===== config.mk =====
export PLATFORM = sky130hd
export DESIGN_NAME = http_chunked_body_decoder
export DESIGN_NICKNAME = d
export VERILOG_FILES = /design/src/hw/rtl/hcbd_pkg.sv /design/src/hw/rtl/hcbd_parser.sv /design/src/hw/rtl/hcbd_out_reg.sv /design/src/hw/rtl/http_chunked_body_decoder.sv
export VERILOG_INCLUDE_DIRS = /design/src /design/src/hw/rtl
export SDC_FILE = /design/constraint.sdc
export NUM_CORES = 1
export LEC_CHECK = 0
export CORE_MARGIN = 2
export CORE_UTILIZATION = 50
export CTS_BUF_LIST = sky130_fd_sc_hd__clkbuf_8 sky130_fd_sc_hd__clkbuf_16
export DETAILED_ROUTE_END_ITERATION = 8
export DONT_BUFFER_PORTS = 1
export PLACE_DENSITY = 0.71
export SLEW_MARGIN = 20
export SYNTH_ARGS = -nofsm -noshare
export SYNTH_HDL_FRONTEND = slang
export SYNTH_SLANG_ARGS = --single-unit

===== constraint.sdc =====
create_clock -name clk -period 5.5 [get_ports clk]
set_clock_uncertainty 0.15 [all_clocks]
set_input_delay 0.275 -clock clk [delete_from_list [all_inputs] [get_ports clk]]
set_output_delay 0.275 -clock clk [all_outputs]
set_load 0.05 [all_outputs]

===== src/hw/rtl/http_chunked_body_decoder_macros.svh =====
// Assertion macros for the chunked body decoder.
// Each macro uses the clk and arst_n of the module that expands it.
`ifndef HTTP_CHUNKED_BODY_DECODER_MACROS_SVH
`define HTTP_CHUNKED_BODY_DECODER_MACROS_SVH

// Same-cycle implication, checked outside reset.
`define HCBD_ASSERT_NOW(label, ante, cons) \
	label: assert property (@(posedge clk) disable iff (!arst_n) (ante) |-> (cons)) \
		else $error("hcbd same-cycle check failed");

// Next-cycle implication, checked outside reset.
`define HCBD_ASSERT_NEXT(label, ante, cons) \
	label: assert property (@(posedge clk) disable iff (!arst_n) (ante) |=> (cons)) \
		else $error("hcbd next-cycle check failed");

`endif


===== src/hw/rtl/hcbd_pkg.sv =====
// Shared types, codes and helpers for the chunked body decoder.
// No dependencies; used by every RTL file of the block.
`default_nettype none

package hcbd_pkg;

	localparam int COUNT_WIDTH_DEF = 32;

	localparam int CFG_IDX_W  = 1;
	localparam int CFG_DATA_W = 32;

	// Configuration register indexes
	localparam logic [CFG_IDX_W-1:0] REG_MAX_CHUNK = 1'd0;
	localparam logic [CFG_IDX_W-1:0] REG_MAX_LINE  = 1'd1;

	localparam logic [31:0] MAX_CHUNK_RST = 32'h0100_0000;
	localparam logic [7:0]  MAX_LINE_RST  = 8'd128;

	// Characters the size line parser cares about
	localparam logic [7:0] CH_CR    = 8'h0D;
	localparam logic [7:0] CH_LF    = 8'h0A;
	localparam logic [7:0] CH_MINUS = 8'h2D;
	localparam logic [7:0] CH_ZERO  = 8'h30;
	localparam logic [7:0] CH_NINE  = 8'h39;
	localparam logic [7:0] CH_LC_A  = 8'h61;
	localparam logic [7:0] CH_LC_F  = 8'h66;
	localparam logic [7:0] CH_UC_A  = 8'h41;
	localparam logic [7:0] CH_UC_F  = 8'h46;

	typedef enum logic [2:0] {
		K_FRAME      = 3'd0,
		K_DATA       = 3'd1,
		K_DONE       = 3'd2,
		K_LONG_LINE  = 3'd3,
		K_LONG_CHUNK = 3'd4
	} kind_t;

	typedef struct packed {
		kind_t       kind;
		logic [7:0]  data;
		logic        last;
	} result_t;

	typedef struct packed {
		logic [31:0] max_chunk;
		logic [7:0]  max_line;
	} cfg_t;

	// {is_hex, nibble}
	function automatic logic [4:0] hex_decode(input logic [7:0] c);
		logic [7:0] off;
		off = 8'd0;
		if (c >= CH_ZERO && c <= CH_NINE) begin
			off = c - CH_ZERO;
			return {1'b1, off[3:0]};
		end
		if (c >= CH_LC_A && c <= CH_LC_F) begin
			off = c - CH_LC_A + 8'd10;
			return {1'b1, off[3:0]};
		end
		if (c >= CH_UC_A && c <= CH_UC_F) begin
			off = c - CH_UC_A + 8'd10;
			return {1'b1, off[3:0]};
		end
		return 5'd0;
	endfunction

endpackage

`default_nettype wire


===== src/hw/rtl/hcbd_parser.sv =====
// Framing state machine: size line parse, data count, trailer skip.
// Depends on hcbd_pkg.
`default_nettype none

module hcbd_parser #(
	parameter int COUNT_WIDTH = hcbd_pkg::COUNT_WIDTH_DEF
) (
	input  wire logic             clk,
	input  wire logic             arst_n,
	input  wire logic             step,
	input  wire logic [7:0]       byte_in,
	input  wire hcbd_pkg::cfg_t   cfg,
	output hcbd_pkg::result_t     res
);

	localparam int ACC_W  = COUNT_WIDTH + 1;
	localparam int WIDE_W = COUNT_WIDTH + 5;
	localparam int CMP_W  = (ACC_W > 32) ? ACC_W : 32;
	localparam logic [WIDE_W-1:0] ACC_LIMIT = {{4{1'b0}}, 1'b1, {COUNT_WIDTH{1'b0}}};

	typedef enum logic [2:0] {
		PH_LINE,
		PH_DATA,
		PH_SKIP,
		PH_DONE,
		PH_ERR_LINE,
		PH_ERR_CHUNK
	} phase_t;

	phase_t                 phase_q, phase_d;
	logic [COUNT_WIDTH-1:0] left_q, left_d;
	logic [ACC_W-1:0]       acc_q, acc_d;
	logic [7:0]             line_cnt_q, line_cnt_d;
	logic                   digits_q, digits_d;
	logic                   ended_q, ended_d;
	logic                   minus_q, minus_d;
	logic                   cr_q, cr_d;
	logic [1:0]             skip_q, skip_d;

	logic [4:0]        hex;
	logic [WIDE_W-1:0] acc_wide;
	logic              too_big;
	logic [1:0]        skip_n;

	assign hex      = hcbd_pkg::hex_decode(byte_in);
	assign acc_wide = {acc_q, 4'b0000} + WIDE_W'(hex[3:0]);
	assign too_big  = acc_q[COUNT_WIDTH] ||
		(CMP_W'(acc_q) > CMP_W'(cfg.max_chunk));
	assign skip_n   = (skip_q != 2'd0) ? skip_q - 2'd1 : 2'd0;

	always_comb begin
		phase_d    = phase_q;
		left_d     = left_q;
		acc_d      = acc_q;
		line_cnt_d = line_cnt_q;
		digits_d   = digits_q;
		ended_d    = ended_q;
		minus_d    = minus_q;
		cr_d       = cr_q;
		skip_d     = skip_q;
		res        = '{kind: hcbd_pkg::K_FRAME, data: 8'd0, last: 1'b0};
		unique case (phase_q)
			PH_LINE: begin
				if (line_cnt_q >= cfg.max_line) begin
					phase_d  = PH_ERR_LINE;
					res.kind = hcbd_pkg::K_LONG_LINE;
				end else begin
					line_cnt_d = line_cnt_q + 8'd1;
					if (byte_in == hcbd_pkg::CH_LF && cr_q) begin
						if (minus_q || !digits_q || acc_q == '0) begin
							phase_d  = PH_DONE;
							res.kind = hcbd_pkg::K_DONE;
						end else if (too_big) begin
							phase_d  = PH_ERR_CHUNK;
							res.kind = hcbd_pkg::K_LONG_CHUNK;
						end else begin
							left_d     = acc_q[COUNT_WIDTH-1:0];
							phase_d    = PH_DATA;
							acc_d      = '0;
							line_cnt_d = 8'd0;
							digits_d   = 1'b0;
							ended_d    = 1'b0;
							minus_d    = 1'b0;
							cr_d       = 1'b0;
						end
					end else begin
						cr_d = (byte_in == hcbd_pkg::CH_CR);
						if (!ended_q) begin
							priority if (hex[4]) begin
								// saturate at 2^COUNT_WIDTH
								acc_d = (acc_wide > ACC_LIMIT) ? ACC_LIMIT[ACC_W-1:0]
									: acc_wide[ACC_W-1:0];
								digits_d = 1'b1;
							end else if (byte_in == hcbd_pkg::CH_MINUS &&
									line_cnt_q == 8'd0) begin
								minus_d = 1'b1;
							end else begin
								ended_d = 1'b1;
							end
						end
					end
				end
			end
			PH_DATA: begin
				res.kind = hcbd_pkg::K_DATA;
				res.data = byte_in;
				left_d   = left_q - COUNT_WIDTH'(1);
				if (left_q == COUNT_WIDTH'(1)) begin
					res.last = 1'b1;
					phase_d  = PH_SKIP;
					skip_d   = 2'd2;
				end
			end
			PH_SKIP: begin
				skip_d = skip_n;
				if (skip_n == 2'd0) begin
					phase_d    = PH_LINE;
					acc_d      = '0;
					line_cnt_d = 8'd0;
					digits_d   = 1'b0;
					ended_d    = 1'b0;
					minus_d    = 1'b0;
					cr_d       = 1'b0;
				end
			end
			PH_ERR_LINE:  res.kind = hcbd_pkg::K_LONG_LINE;
			PH_ERR_CHUNK: res.kind = hcbd_pkg::K_LONG_CHUNK;
			default: begin
				phase_d  = PH_DONE;
				res.kind = hcbd_pkg::K_DONE;
			end
		endcase
	end

	always_ff @(posedge clk or negedge arst_n) begin
		if (!arst_n) begin
			phase_q    <= PH_LINE;
			left_q     <= '0;
			acc_q      <= '0;
			line_cnt_q <= 8'd0;
			digits_q   <= 1'b0;
			ended_q    <= 1'b0;
			minus_q    <= 1'b0;
			cr_q       <= 1'b0;
			skip_q     <= 2'd0;
		end else if (step) begin
			phase_q    <= phase_d;
			left_q     <= left_d;
			acc_q      <= acc_d;
			line_cnt_q <= line_cnt_d;
			digits_q   <= digits_d;
			ended_q    <= ended_d;
			minus_q    <= minus_d;
			cr_q       <= cr_d;
			skip_q     <= skip_d;
		end
	end

endmodule

`default_nettype wire


===== src/hw/rtl/hcbd_out_reg.sv =====
// Result register in front of the output channel.
// Depends on hcbd_pkg.
`default_nettype none

module hcbd_out_reg (
	input  wire logic               clk,
	input  wire logic               arst_n,
	input  wire logic               load,
	input  wire hcbd_pkg::result_t  res_in,
	input  wire logic               ready,
	output logic                    valid,
	output hcbd_pkg::result_t       res_out
);

	logic              valid_q;
	hcbd_pkg::result_t res_q;

	always_ff @(posedge clk or negedge arst_n) begin
		if (!arst_n) begin
			valid_q <= 1'b0;
		end else if (load) begin
			valid_q <= 1'b1;
		end else if (ready) begin
			valid_q <= 1'b0;
		end
	end

	always_ff @(posedge clk) begin
		if (load) begin
			res_q <= res_in;
		end
	end

	assign valid   = valid_q;
	assign res_out = res_q;

endmodule

`default_nettype wire


===== src/hw/rtl/http_chunked_body_decoder.sv =====
// Top level of the HTTP chunked body decoder: input register, parser, result register.
// Depends on hcbd_pkg, hcbd_parser, hcbd_out_reg and the assertion macro header.
`default_nettype none

//  channel | handshake              | payload
//  --------+------------------------+------------------------------
//  in      | in_valid / in_ready    | in_byte
//  out     | out_valid / out_ready  | kind, out_byte, chunk_last
//  cfg     | cfg_wr_en (no stall)   | cfg_index, cfg_wr_data
//
// One beat in gives one beat out, through the input register and then the result register.
// Sustains one byte per cycle while out_ready stays high; the parser state update is the only loop.
// Reset puts the parser at the start of a size line and loads the register defaults.
// A stalled output holds its beat; the input register then fills and in_ready drops.

`include "http_chunked_body_decoder_macros.svh"

module http_chunked_body_decoder #(
	parameter int COUNT_WIDTH = hcbd_pkg::COUNT_WIDTH_DEF
) (
	input  wire logic                          clk,
	input  wire logic                          arst_n,
	input  wire logic                          in_valid,
	output logic                               in_ready,
	input  wire logic [7:0]                    in_byte,
	output logic                               out_valid,
	input  wire logic                          out_ready,
	output logic [2:0]                         kind,
	output logic [7:0]                         out_byte,
	output logic                               chunk_last,
	input  wire logic                          cfg_wr_en,
	input  wire logic [hcbd_pkg::CFG_IDX_W-1:0]  cfg_index,
	input  wire logic [hcbd_pkg::CFG_DATA_W-1:0] cfg_wr_data
);

	hcbd_pkg::cfg_t    cfg_q;
	logic              valid_s1;
	logic [7:0]        byte_s1;
	logic              advance;
	hcbd_pkg::result_t res_s1;
	hcbd_pkg::result_t res_s2;

	// Configuration registers: the user must write them only while idle; the block itself does not enforce it.
	always_ff @(posedge clk or negedge arst_n) begin
		if (!arst_n) begin
			cfg_q.max_chunk <= hcbd_pkg::MAX_CHUNK_RST;
			cfg_q.max_line  <= hcbd_pkg::MAX_LINE_RST;
		end else if (cfg_wr_en) begin
			unique case (cfg_index)
				hcbd_pkg::REG_MAX_CHUNK: cfg_q.max_chunk <= cfg_wr_data;
				hcbd_pkg::REG_MAX_LINE:  cfg_q.max_line  <= cfg_wr_data[7:0];
			endcase
		end
	end

	// Input stage: the byte moves on whenever the result register has room.
	assign advance  = valid_s1 && (!out_valid || out_ready);
	assign in_ready = !valid_s1 || advance;

	always_ff @(posedge clk or negedge arst_n) begin
		if (!arst_n) begin
			valid_s1 <= 1'b0;
		end else if (in_valid && in_ready) begin
			valid_s1 <= 1'b1;
		end else if (advance) begin
			valid_s1 <= 1'b0;
		end
	end

	always_ff @(posedge clk) begin
		if (in_valid && in_ready) begin
			byte_s1 <= in_byte;
		end
	end

	// Parser steps once per byte leaving the input stage.
	hcbd_parser #(
		.COUNT_WIDTH(COUNT_WIDTH)
	) u_parser (
		.clk     (clk),
		.arst_n  (arst_n),
		.step    (advance),
		.byte_in (byte_s1),
		.cfg     (cfg_q),
		.res     (res_s1)
	);

	hcbd_out_reg u_out (
		.clk     (clk),
		.arst_n  (arst_n),
		.load    (advance),
		.res_in  (res_s1),
		.ready   (out_ready),
		.valid   (out_valid),
		.res_out (res_s2)
	);

	assign kind       = res_s2.kind;
	assign out_byte   = res_s2.data;
	assign chunk_last = res_s2.last;

	// Only data beats carry a byte or a chunk end mark.
	`HCBD_ASSERT_NOW(a_byte_only_data, out_valid && kind != hcbd_pkg::K_DATA, out_byte == 8'd0)
	`HCBD_ASSERT_NOW(a_last_only_data, out_valid && chunk_last, kind == hcbd_pkg::K_DATA)
	// A full input stage behind a stalled result must hold off new beats.
	`HCBD_ASSERT_NOW(a_no_overrun, valid_s1 && out_valid && !out_ready, !in_ready)
	// A loaded result is presented on the next cycle.
	`HCBD_ASSERT_NEXT(a_load_shows, advance, out_valid)

endmodule

`default_nettype wire


==> summary.md, run 1 <==
| Metric | Value |
|---|---|
| First-pass GRT wire length | `33600 µm` |
| Antenna violations before repair | `0` |
| XOR/XNOR Fraction of Synth Area | `0%` |
| Placed Instances | `between 1000 and 1500` |
| Count leader, synth | `dfrtp_1` |
| Status | `finished clean` |
| Vias in the first global route | `6374` |
| R2R Path End | `u_parser.left_q[18]` |
| Top cell type's share of synthesized area | `37.3%` |
| Die ar. | `17400 µm²` |
| #FFs+latches synth | `144` |
| Yosys warns | `0` |
| Final min period | `approximately 4 ns` |
| Worst-margin pin slew | `approximately 1.1 ns` |
| Async SR Flop Fraction | `86.1%` |
| P_leak | `between 4 and 5 nW` |
| Max Root-Sink Buffers | `2` |
| H-tree levels | `4` |
| Initial core utilization | `51.3%` |
| CTS Buf Count | `17` |
| Floorplan row count | `46` |
| Finished Layout Cells | `about 1100` |
| Worst reg2reg path depth | `9` |
| Setup Viol. Count Final | `0` |
| Yosys top cell by area | `dfrtp_1` |
| Critical path's slowest cell | `and4_1` |
| WL final | `20600 µm` |
| Hold Crit Start | `in_valid` |
| Area Growth Syn to Fin | `14.9%` |
| Simple-Gate Fraction of Synth Area | `17.8%` |
| Mean Syn Cell Area | `9.31 µm²` |
| Hold Path Class | `primary input to flip-flop` |
| Routed WL per cell | `18.0 µm` |
| Fin crit share | `74.0%` |
| Largest net degree at the start of global routing | `roughly 130` |
| Compound-Gate Fraction of Synth Area | `17.7%` |
| Crit end category | `flip-flop` |
| # resized after CTS | `0` |
| Post-DRT Antenna Nets | `0` |
| Max VDD drop | `0.296 mV` |
| # IOs | `60` |
| Endpoints failing hold | `0` |
| FF-to-FF setup slack | `between 1 and 1.5 ns` |
| Clk sink count | `144` |
| CTS tree | `done` |
| Gpl congestion | `around 0.83` |
| # port buffers | `0` |
| Number of flops mapped to enable cells by yosys | `20` |
| DR iter-0 viols | `602` |
| Critical Path RT | `5.63 ns` |
| Hold path depth | `1` |
| Synth unique cells | `slightly below 70` |
| Multiplexer share of the synthesized area | `5.46%` |
| Setup CP Type | `flip-flop to flip-flop` |
| Top post-synthesis cells by count | `dfrtp_1 (122), nand2_1 (103), inv_1 (88), o21ai_0 (79), ha_1 (48)` |
| # DRC | `0` |
| CP delay by family, top | `compound AO/OA/AOI/OAI gates` |
| Syn Std Cell Area | `8180 µm²` |
| DR vias/cell | `5.93` |
| Root Buffer | `clkbuf_16` |
| Max Slew Vio Count | `0` |
| Chip width | `about 130 µm` |
| N_diodes | `0` |
| Max_cap viols | `0` |
| Pwr Total | `4.59 mW` |
| DP Worst Slack | `between 1.5 and 2 ns` |
| Hpwl dp | `roughly 14000 µm` |
| Share of cells above drive strength 1 | `7.79%` |
| Synthesized instance count | `878` |
| Buf+Inv Stages, Crit Path | `1` |
| Total gr overflow | `0` |
| Worst skew pair latency | `0.44 ns` |
| Setup tns final | `0 ns` |
| Vias | `~6800` |
| Synth Flop Type | `dfrtp_1` |
| Synth Area in Adders | `7.34%` |
| Worst Hold End | `byte_s1[0]` |
| Worst flop-to-flop path startpoint | `u_parser.acc_q[31]` |
| Cell chain of the critical path | `ha_1, and4_1, a2111oi_0, o21ai_0, o21ai_0, and4_1, buf_4, or2_1, a22oi_1` |
| PD cells | `488 nW/µm²` |
| # fillers | `around 1400` |
| Largest cells by area after synthesis | `dfrtp_1 (37%), edfxtp_1 (7.3%), ha_1 (7.3%), o21ai_0 (4.8%), nand2_1 (4.7%)` |
| Highest clock rate | `0.246 GHz` |
| Largest family of logic cells by synthesized area | `simple AND/OR/NAND/NOR gates` |
| DIE HEIGHT | `around 130 µm` |
| Worst EP arrival | `about 4.2 ns` |
| CORE AREA | `around 16000 µm²` |
| RSZ-0062 raised after global routing | `false` |
| Fin worst setup slack | `1.43 ns` |
| Critical-path maximum fanout | `16` |
| Nets | `1005` |
| Slew HR | `29.6%` |
| Syn Nets | `roughly 970` |
| DRT Pass-1 Iters | `5` |
| Crit-path max cell delay | `0.71 ns` |
| Clock transition at path regs | `approximately 0.06 ns` |
| GRT Resource Usage Total | `between 20% and 30%` |
| CP Launch Type | `flip-flop` |
| Seq/Total Area, Yosys | `45.3%` |
==> registers in the layout (all words and copies together), names as in the netlist <==
| name | flops |
|---|---|
| u_parser.skip_q | 2 |
| u_parser.digits_q | 1 |
| u_parser.ended_q | 1 |
| cfg_q | 40 |
| u_parser.cr_q | 1 |
| u_parser.left_q | 32 |
| u_parser.phase_q | 3 |
| u_parser.minus_q | 1 |
| u_out.res_out | 12 |
| u_out.valid | 1 |
| u_parser.line_cnt_q | 8 |
| u_parser.acc_q | 33 |
| byte_s1 | 8 |
| valid_s1 | 1 |
==> routing by layer <==
metal | global-route usage (%) | part of all wire [%] | up-vias
met5 | 0 | 0 | -
li1 | - | - | 3225
met1 | 32.4 | 46 | 3316
met2 | 39.4 | 48 | 179
met3 | 4.27 | 3.9 | 37
met4 | 9.06 | 2.3 | 0
==> repair_timing <==
| item | CTS | global route |
|---|---|---|
| endpoints found under the hold margin | 174 | 0 |
| hold buffers | 44 | 0 |
| setup buffers | 0 | 0 |
==> area by class of cell <==
class                   instances  area [µm²]  share of cell area [%]
flip-flops and latches        144        3710                    39.4
inverters                      88         330                    3.51
clock inverters                14         130                    1.38
clock buffers                  18         450                    4.79
well taps                     216         270                    2.88
multi-input cells             606        3980                    42.3
repair buffers                 54         533                    5.67
==> worst max path at each step <==
stage                       start             endpoint  slack (ns)  depth (start not counted)
2_1_floorplan           cfg_q[32]    u_parser.acc_q[1]        2.55                         10
3_3_place_gp   u_parser.acc_q[31]   u_parser.left_q[2]        1.61                          9
3_5_place_dp   u_parser.acc_q[31]   u_parser.left_q[2]        1.52                          9
4_1_cts        u_parser.acc_q[31]  u_parser.left_q[18]        1.48                          9
5_1_grt        u_parser.acc_q[14]   u_parser.left_q[8]        1.24                          9
6_report       u_parser.acc_q[31]  u_parser.left_q[18]        1.43                          9
==> cells in the final DEF (no fill, tap or decap), types with 20 or more instances in the layout <==
master         instances
mux2i_1               30
o21ai_0               79
edfxtp_1              20
nand2_1              103
nor3_1                26
a21oi_1               41
inv_1                 89
dlygate4sd3_1         43
o2bb2ai_1             23
dfrtp_1              122
ha_1                  48
nor2_1                40
nor4_1                20
==> through the flow <==
step | hold slack [ns] | utilization [%] | instance area (µm²)
finish | 0.146 | 59.0 | 9400
global route | 0.158 | 59.0 | 9400
CTS | 0.141 | 59.0 | 9400
detailed placement | -0.167 | 52.4 | 8360
global placement | -0.167 | 52.4 | 8360
floorplan | -0.171 | - | 8180
==> report_power, final <==
group          internal, mW  switching, mW
clock network         0.654          0.484
registers              1.36          0.411
logic                 0.638           1.04
==> kinds of logic (layout without fill, tap and decap cells) <==
| kind of cell | Yosys count | count (layout) |
|---|---|---|
| buffers and inverters | 128 | 174 |
| adder cells (fa/ha/maj) | 48 | 48 |
| AO/OA/AOI/OAI | 228 | 228 |
| AND/OR/NAND/NOR | 287 | 287 |
| multiplexers | 43 | 43 |
| flip-flops | 144 | 144 |
Note: power is estimated with default switching activity, not from simulation.
==> run 2: changes to the inputs <==
==> constraint.sdc (replaced) <==
create_clock -name clk -period 4.1 [get_ports clk]
set_clock_uncertainty 0.15 [all_clocks]
set_input_delay 0.205 -clock clk [delete_from_list [all_inputs] [get_ports clk]]
set_output_delay 0.205 -clock clk [all_outputs]
set_load 0.05 [all_outputs]
==> summary.md, run 2 (synthesis gave the netlist of run 1 again) <==
| Metric | Value |
|---|---|
| Chip width | `132 µm` |
| Post-DRT Antenna Nets | `0` |
| P_sw | `~2.6 mW` |
| WL final | `21200 µm` |
| Pwr Total | `6.27 mW` |
| Hold Crit Start | `in_valid` |
| CP Launch Type | `flip-flop` |
| DR vias/cell | `5.99` |
| Floorplan row count | `46` |
| # resized after CTS | `0` |
| Gpl congestion | `0.849` |
| Internal power | `3.66 mW` |
| Crit end category | `flip-flop` |
| Critical-path maximum fanout | `28` |
| CORE AREA | `15900 µm²` |
| Worst-margin pin slew | `0.797 ns` |
| Critical path's slowest cell | `dfstp_2` |
| Worst Hold End | `byte_s1[6]` |
| # fillers | `1340` |
| Root Buffer | `clkbuf_16` |
| Buf+Inv Stages, Crit Path | `2` |
| Max_cap viols | `0` |
| Hold Path Class | `primary input to flip-flop` |
| Hpwl dp | `14100 µm` |
| Crit-path max cell delay | `0.51 ns` |
| Commonest non-fill, non-tap cells in the layout | `dfrtp_1 (122), nand2_1 (103), inv_1 (88)` |
| Endpoints failing hold | `0` |
| CTS tree | `done` |
| Most used cell along the critical path | `nand4_1` |
| Largest Register | `cfg_q` |
| Status | `finished clean` |
| H-tree levels | `4` |
| Worst flop-to-flop path startpoint | `cfg_q[32]` |
| # DRC | `0` |
| Fin crit share | `85.2%` |
| # port buffers | `0` |
| Max Root-Sink Buffers | `2` |
| Critical Path RT | `4.24 ns` |
| P_leak | `4.20 nW` |
| Registers with the most flip-flops | `cfg_q: 40 flops, u_parser.acc_q: 33 flops, u_parser.left_q: 32 flops` |
| Share of cells above drive strength 1 | `8.06%` |
| Cell chain of the critical path | `inv_1, ha_1, nand4_1, nor4_1, a31oi_1, o211ai_1, nand4_1, a211o_1, buf_4, mux2i_1` |
| Nets | `1012` |
| DR iter-0 viols | `638` |
| Initial core utilization | `51.3%` |
| Worst skew pair latency | `0.43 ns` |
| Commonest non-fill, non-tap cell in the layout | `dfrtp_1` |
| Clock power share | `25.7%` |
| RSZ-0062 raised after global routing | `false` |
| DRT Pass-1 Iters | `5` |
| # IOs | `60` |
| R2R Path End | `u_parser.acc_q[13]` |
| Highest clock rate | `0.286 GHz` |
| Area Growth Syn to Fin | `16.3%` |
| Combinational power share | `36.3%` |
| FF-to-FF setup slack | `roughly 0.61 ns` |
| Worst reg2reg path depth | `10` |
| GRT Resource Usage Total | `approximately a quarter` |
| Max Slew Vio Count | `0` |
| PD cells | `660 nW/µm²` |
| Setup Viol. Count Final | `0` |
| Worst EP arrival | `3.63 ns` |
| First-pass GRT wire length | `34600 µm` |
| CP delay by family, top | `compound AO/OA/AOI/OAI gates` |
| Largest net degree at the start of global routing | `125` |
| Total gr overflow | `0` |
| DIE HEIGHT | `132 µm` |
| Seq pwr share | `38.0%` |
| Clk sink count | `144` |
| CTS Buf Count | `17` |
| Final min period | `3.49 ns` |
| Switching portion of total power | `41.6%` |
| Slew HR | `46.9%` |
| Die ar. | `about 17000 µm²` |
| Setup CP Type | `flip-flop to flip-flop` |
| Vias | `6868` |
| Max FFs per register | `40` |
| Hold path depth | `1` |
| Setup tns final | `0 ns` |
| Post-CTS setup buffer count | `0` |
| Max VDD drop | `0.495 mV` |
| Routed WL per cell | `18.5 µm` |
| N_diodes | `0` |
| Antenna violations before repair | `0` |
| Vias in the first global route | `around 6600` |
| Clock transition at path regs | `0.06 ns` |
-- run 2: stage by stage --
stage / hold slack, ns / worst slack [ns] / cells / utilization [%] / area (µm²)
finish: 0.0854 / 0.608 / 1147 / 59.6 / 9510
detailed placement: -0.236 / 0.685 / 1065 / 52.5 / 8370
global placement: -0.237 / 0.778 / 1065 / 52.5 / 8370
global route: 0.0967 / 0.275 / 1147 / 59.6 / 9510
floorplan: -0.241 / 1.15 / 878 / - / 8180
CTS: 0.00581 / 0.654 / 1141 / 59.2 / 9440
-- run 2: how the worst max path moves through the flow --
stage	startpoint	end	slack (ns)	depth (start not counted)
after detailed placement	u_parser.acc_q[31]	u_parser.acc_q[10]	0.69	9
after floorplan	cfg_q[32]	u_parser.acc_q[1]	1.15	10
after global routing	cfg_q[32]	u_parser.acc_q[13]	0.27	10
final	cfg_q[32]	u_parser.acc_q[13]	0.61	10
after CTS	cfg_q[32]	u_parser.acc_q[10]	0.65	10
after global placement	cfg_q[32]	u_parser.acc_q[11]	0.78	10
-- run 2: power groups by stage --
stage	registers, mW	logic [mW]	clock network (mW)
after detailed placement	2.39	2.14	0
after floorplan	2.20	1.70	0
after CTS	2.37	2.22	1.63
after global routing	2.43	2.54	1.70
after global placement	2.38	2.10	0
final	2.38	2.28	1.61
-- run 2: per-layer routing --
layer  routed length (µm)  vias up  track usage, %
met2                10400      233            40.2
met3                  964       41            5.07
met5                    0        -               0
met4                  512        0            9.24
li1                     -     3234               -
met1                 9380     3360            33.2
-- run 2: worst reg2reg max path, cell delays in order (launching register included) --
cell	delay [ns]
dfstp_2	0.51
inv_1	0.05
ha_1	0.31
nand4_1	0.17
nor4_1	0.47
a31oi_1	0.21
o211ai_1	0.23
nand4_1	0.24
a211o_1	0.47
buf_4	0.33
mux2i_1	0.20
-- run 2: layout make-up --
| cell class | count | area, µm² | area share [%] |
|---|---|---|---|
| Clock buffer | 19 | 464 | 4.88 |
| Clock inverter | 13 | 149 | 1.57 |
| Inverter | 88 | 330 | 3.47 |
| Multi-Input combinational cell | 606 | 3980 | 41.8 |
| Sequential cell | 144 | 3710 | 39.0 |
| Tap cell | 216 | 270 | 2.84 |
| Timing Repair Buffer | 61 | 612 | 6.44 |
-- run 2: what timing repair did --
action | CTS | global route
endpoints found under the hold margin | 174 | 9
hold buffers | 44 | 4
endpoints found under the setup margin | 0 | 0
==> run 3: changes to the inputs <==
--- a/config.mk
+++ b/config.mk
@@ -15,4 +15,5 @@
 export SLEW_MARGIN = 20
 export SYNTH_ARGS = -nofsm -noshare
 export SYNTH_HDL_FRONTEND = slang
+export SYNTH_HIERARCHICAL = 1
 export SYNTH_SLANG_ARGS = --single-unit
==> summary.md, run 3 <==
| Metric | Value |
|---|---|
| CTS Buf Count | `17` |
| Setup CP Type | `flip-flop to flip-flop` |
| Cell chain of the critical path | `ha_1, a211oi_1, nor2_1, a211o_1, a2111oi_0, o211a_1, buf_4, nand3_1, a22o_1` |
| Hold Path Class | `primary input to flip-flop` |
| Seq/Total Area, Yosys | `45.6%` |
| Synthesized instance count | `779` |
| CORE AREA | `15900 µm²` |
| Finished Layout Cells | `1047` |
| CTS tree | `done` |
| Worst skew pair latency | `between 0.4 and 0.5 ns` |
| # resized after CTS | `0` |
| Critical path's slowest cell | `o211a_1` |
| Synth Flop Type | `dfrtp_1` |
| Die ar. | `17300 µm²` |
| Area Growth Syn to Fin | `15.8%` |
| Worst EP arrival | `roughly 3.7 ns` |
| # port buffers | `0` |
| Initial core utilization | `51.2%` |
| Post-DRT Antenna Nets | `0` |
| CP Launch Type | `flip-flop` |
| Top cell type's share of synthesized area | `37.5%` |
| Floorplan row count | `46` |
| Max Root-Sink Buffers | `2` |
| PD cells | `540 nW/µm²` |
| H-tree levels | `4` |
| #FFs+latches synth | `144` |
| Largest net degree at the start of global routing | `125` |
| Max_cap viols | `0` |
| P_sw | `about 1.8 mW` |
| Chip width | `approximately 130 µm` |
| Yosys top cell by area | `dfrtp_1` |
| CP delay by family, top | `compound AO/OA/AOI/OAI gates` |
| WHS | `0.0620 ns` |
| Worst-margin pin slew | `1.04 ns` |
| Max Slew Vio Count | `0` |
| Max VDD drop | `~0.39 mV` |
| DP Worst Slack | `0.634 ns` |
| Total gr overflow | `0` |
| Hold Crit Start | `in_valid` |
| Antenna violations before repair | `0` |
| Clock transition at path regs | `0.06 ns` |
| Buf+Inv Stages, Crit Path | `1` |
| Commonest non-fill, non-tap cells in the layout | `dfrtp_1 (122), inv_1 (54), a21oi_1 (53)` |
| Endpoints failing hold | `0` |
| Switching portion of total power | `35.8%` |
| Internal power | `3.26 mW` |
| # DRC | `0` |
| GRT Resource Usage Total | `24.6%` |
| Max FFs per register | `40` |
| Clk sink count | `about 140` |
| Final min period | `3.58 ns` |
| Top post-synthesis cells by count | `dfrtp_1 (122), inv_1 (54), a21oi_1 (53), nand2_1 (51), ha_1 (48)` |
| Combinational power share | `26.9%` |
| P_leak | `4.13 nW` |
| Largest Register | `cfg_q` |
| Clock power share | `roughly a third` |
| Commonest non-fill, non-tap cell in the layout | `dfrtp_1` |
| Setup Viol. Count Final | `0` |
| Hpwl dp | `between 10000 and 15000 µm` |
| Count leader, synth | `dfrtp_1` |
| Crit end category | `flip-flop` |
| Slew HR | `29.9%` |
| Placed Instances | `969` |
| Seq pwr share | `40.2%` |
| DR iter-0 viols | `580` |
| Registers with the most flip-flops | `cfg_q: 40 flops, u_parser/acc_q: 33 flops, u_parser/left_q: 32 flops` |
| WL final | `21000 µm` |
| Vias | `6583` |
| Async SR Flop Fraction | `86.1%` |
| Crit-path max cell delay | `between 0.6 and 0.7 ns` |
| Syn Nets | `873` |
| N_diodes | `0` |
| Nets | `slightly above 900` |
| Status | `finished clean` |
| Yosys warns | `6` |
| Gpl congestion | `0.916` |
| Critical Path RT | `4.26 ns` |
| Fin crit share | `87.4%` |
| Highest clock rate | `0.279 GHz` |
| DIE HEIGHT | `132 µm` |
| Share of cells above drive strength 1 | `13.8%` |
| CP startpoint | `u_parser/line_cnt_q[4]` |
| First-pass GRT wire length | `about 34000 µm` |
| Critical-path maximum fanout | `21` |
| Number of flops mapped to enable cells by yosys | `20` |
| Mean Syn Cell Area | `10.4 µm²` |
| Largest cells by area after synthesis | `dfrtp_1 (38%), edfxtp_1 (7.4%), ha_1 (7.4%), mux2_4 (5.5%), a22o_1 (4.2%)` |
| # IOs | `60` |
| Synth unique cells | `78` |
| DRT Pass-1 Iters | `5` |
| Syn Std Cell Area | `8130 µm²` |
| Setup tns final | `0 ns` |
| RSZ-0062 raised after global routing | `false` |
| Root Buffer | `clkbuf_16` |
| Worst flop-to-flop path startpoint | `u_parser/line_cnt_q[4]` |
| DR vias/cell | `roughly 6.3` |
| Routed WL per cell | `20.1 µm` |
| Fin worst setup slack | `roughly 0.52 ns` |
| Vias in the first global route | `roughly 6700` |
## run 3: cell types whose count changed after synthesis, moves of 9 or more
cell       previous run  this run
nor3_1               26        16
nand3_1              18        37
a21oi_1              41        53
a22oi_1              11         2
mux2_4                0        30
o21ai_0              79        43
a31oi_1               5        14
mux2i_1              30         0
a22o_1                7        39
o2bb2ai_1            23        13
nand2_1             103        51
nor2_1               42        32
inv_1                88        54
o22ai_1              16         6
## run 3: worst paths after layout
kind | cells after the start | endpoint | slack, ns
worst max-delay path | 9 | u_parser/left_q[23] | 0.52
worst min-delay path | 1 | byte_s1[4] | 0.06
worst max register to register | 9 | u_parser/left_q[23] | 0.52
worst min register to register | 1 | u_parser/left_q[27] | 0.35
max in group asynchronous | 2 | u_parser/acc_q[7] | 3.08
min in group asynchronous | 2 | u_parser/acc_q[26] | 0.27
## run 3: cell type report
type | instances | area [µm²]
sequential | 144 | 3710
clock inverter | 13 | 174
multi-input combinational | 544 | 4030
tap | 216 | 270
timing repair buffer | 57 | 571
fill | 1282 | 6470
clock buffer | 19 | 464
inverter | 54 | 203
## run 3: repair_timing
item                                   CTS  global route
hold buffers                            44             1
endpoints found under the hold margin  174            12
setup buffers                            0             0
## run 3: metal layers
metal  GRT usage [%]  part of all wire [%]
met1            30.6                    41
met2            41.2                    49
met3            5.79                   6.6
met4            9.90                   3.0
met5               0                     0
## run 3: cell families (layout without fill, tap and decap cells)
logic type / Yosys count / in the layout / synth area share (%)
AOI/OAI and AO/OA: 227 / 227 / 19.4
xor gates and xnor gates: 2 / 2 / 0.215
adders and majority gates: 48 / 48 / 7.38
buffers and inverters: 91 / 143 / 5.12
DFF: 144 / 144 / 45.6
muxes: 42 / 42 / 7.20
and+or+nand+nor: 225 / 225 / 15.1
## run 3: power by group through the flow
stage                     clock network [mW]  logic (mW)  registers (mW)
after global placement                     0        1.21            2.04
after global routing                    1.76        1.51            2.07
final                                   1.67        1.37            2.05
after floorplan                            0        1.03            1.94
after detailed placement                   0        1.26            2.05
after CTS                               1.69        1.34            2.03
## run 3: per-stage QoR
step / instance area (µm²) / power [mW] / util [%]
global route: 9420 / 5.34 / 59.3
CTS: 9380 / 5.06 / 59.1
detailed placement: 8290 / 3.32 / 52.2
finish: 9420 / 5.08 / 59.3
global placement: 8290 / 3.26 / 52.2
floorplan: 8130 / 2.98 / -
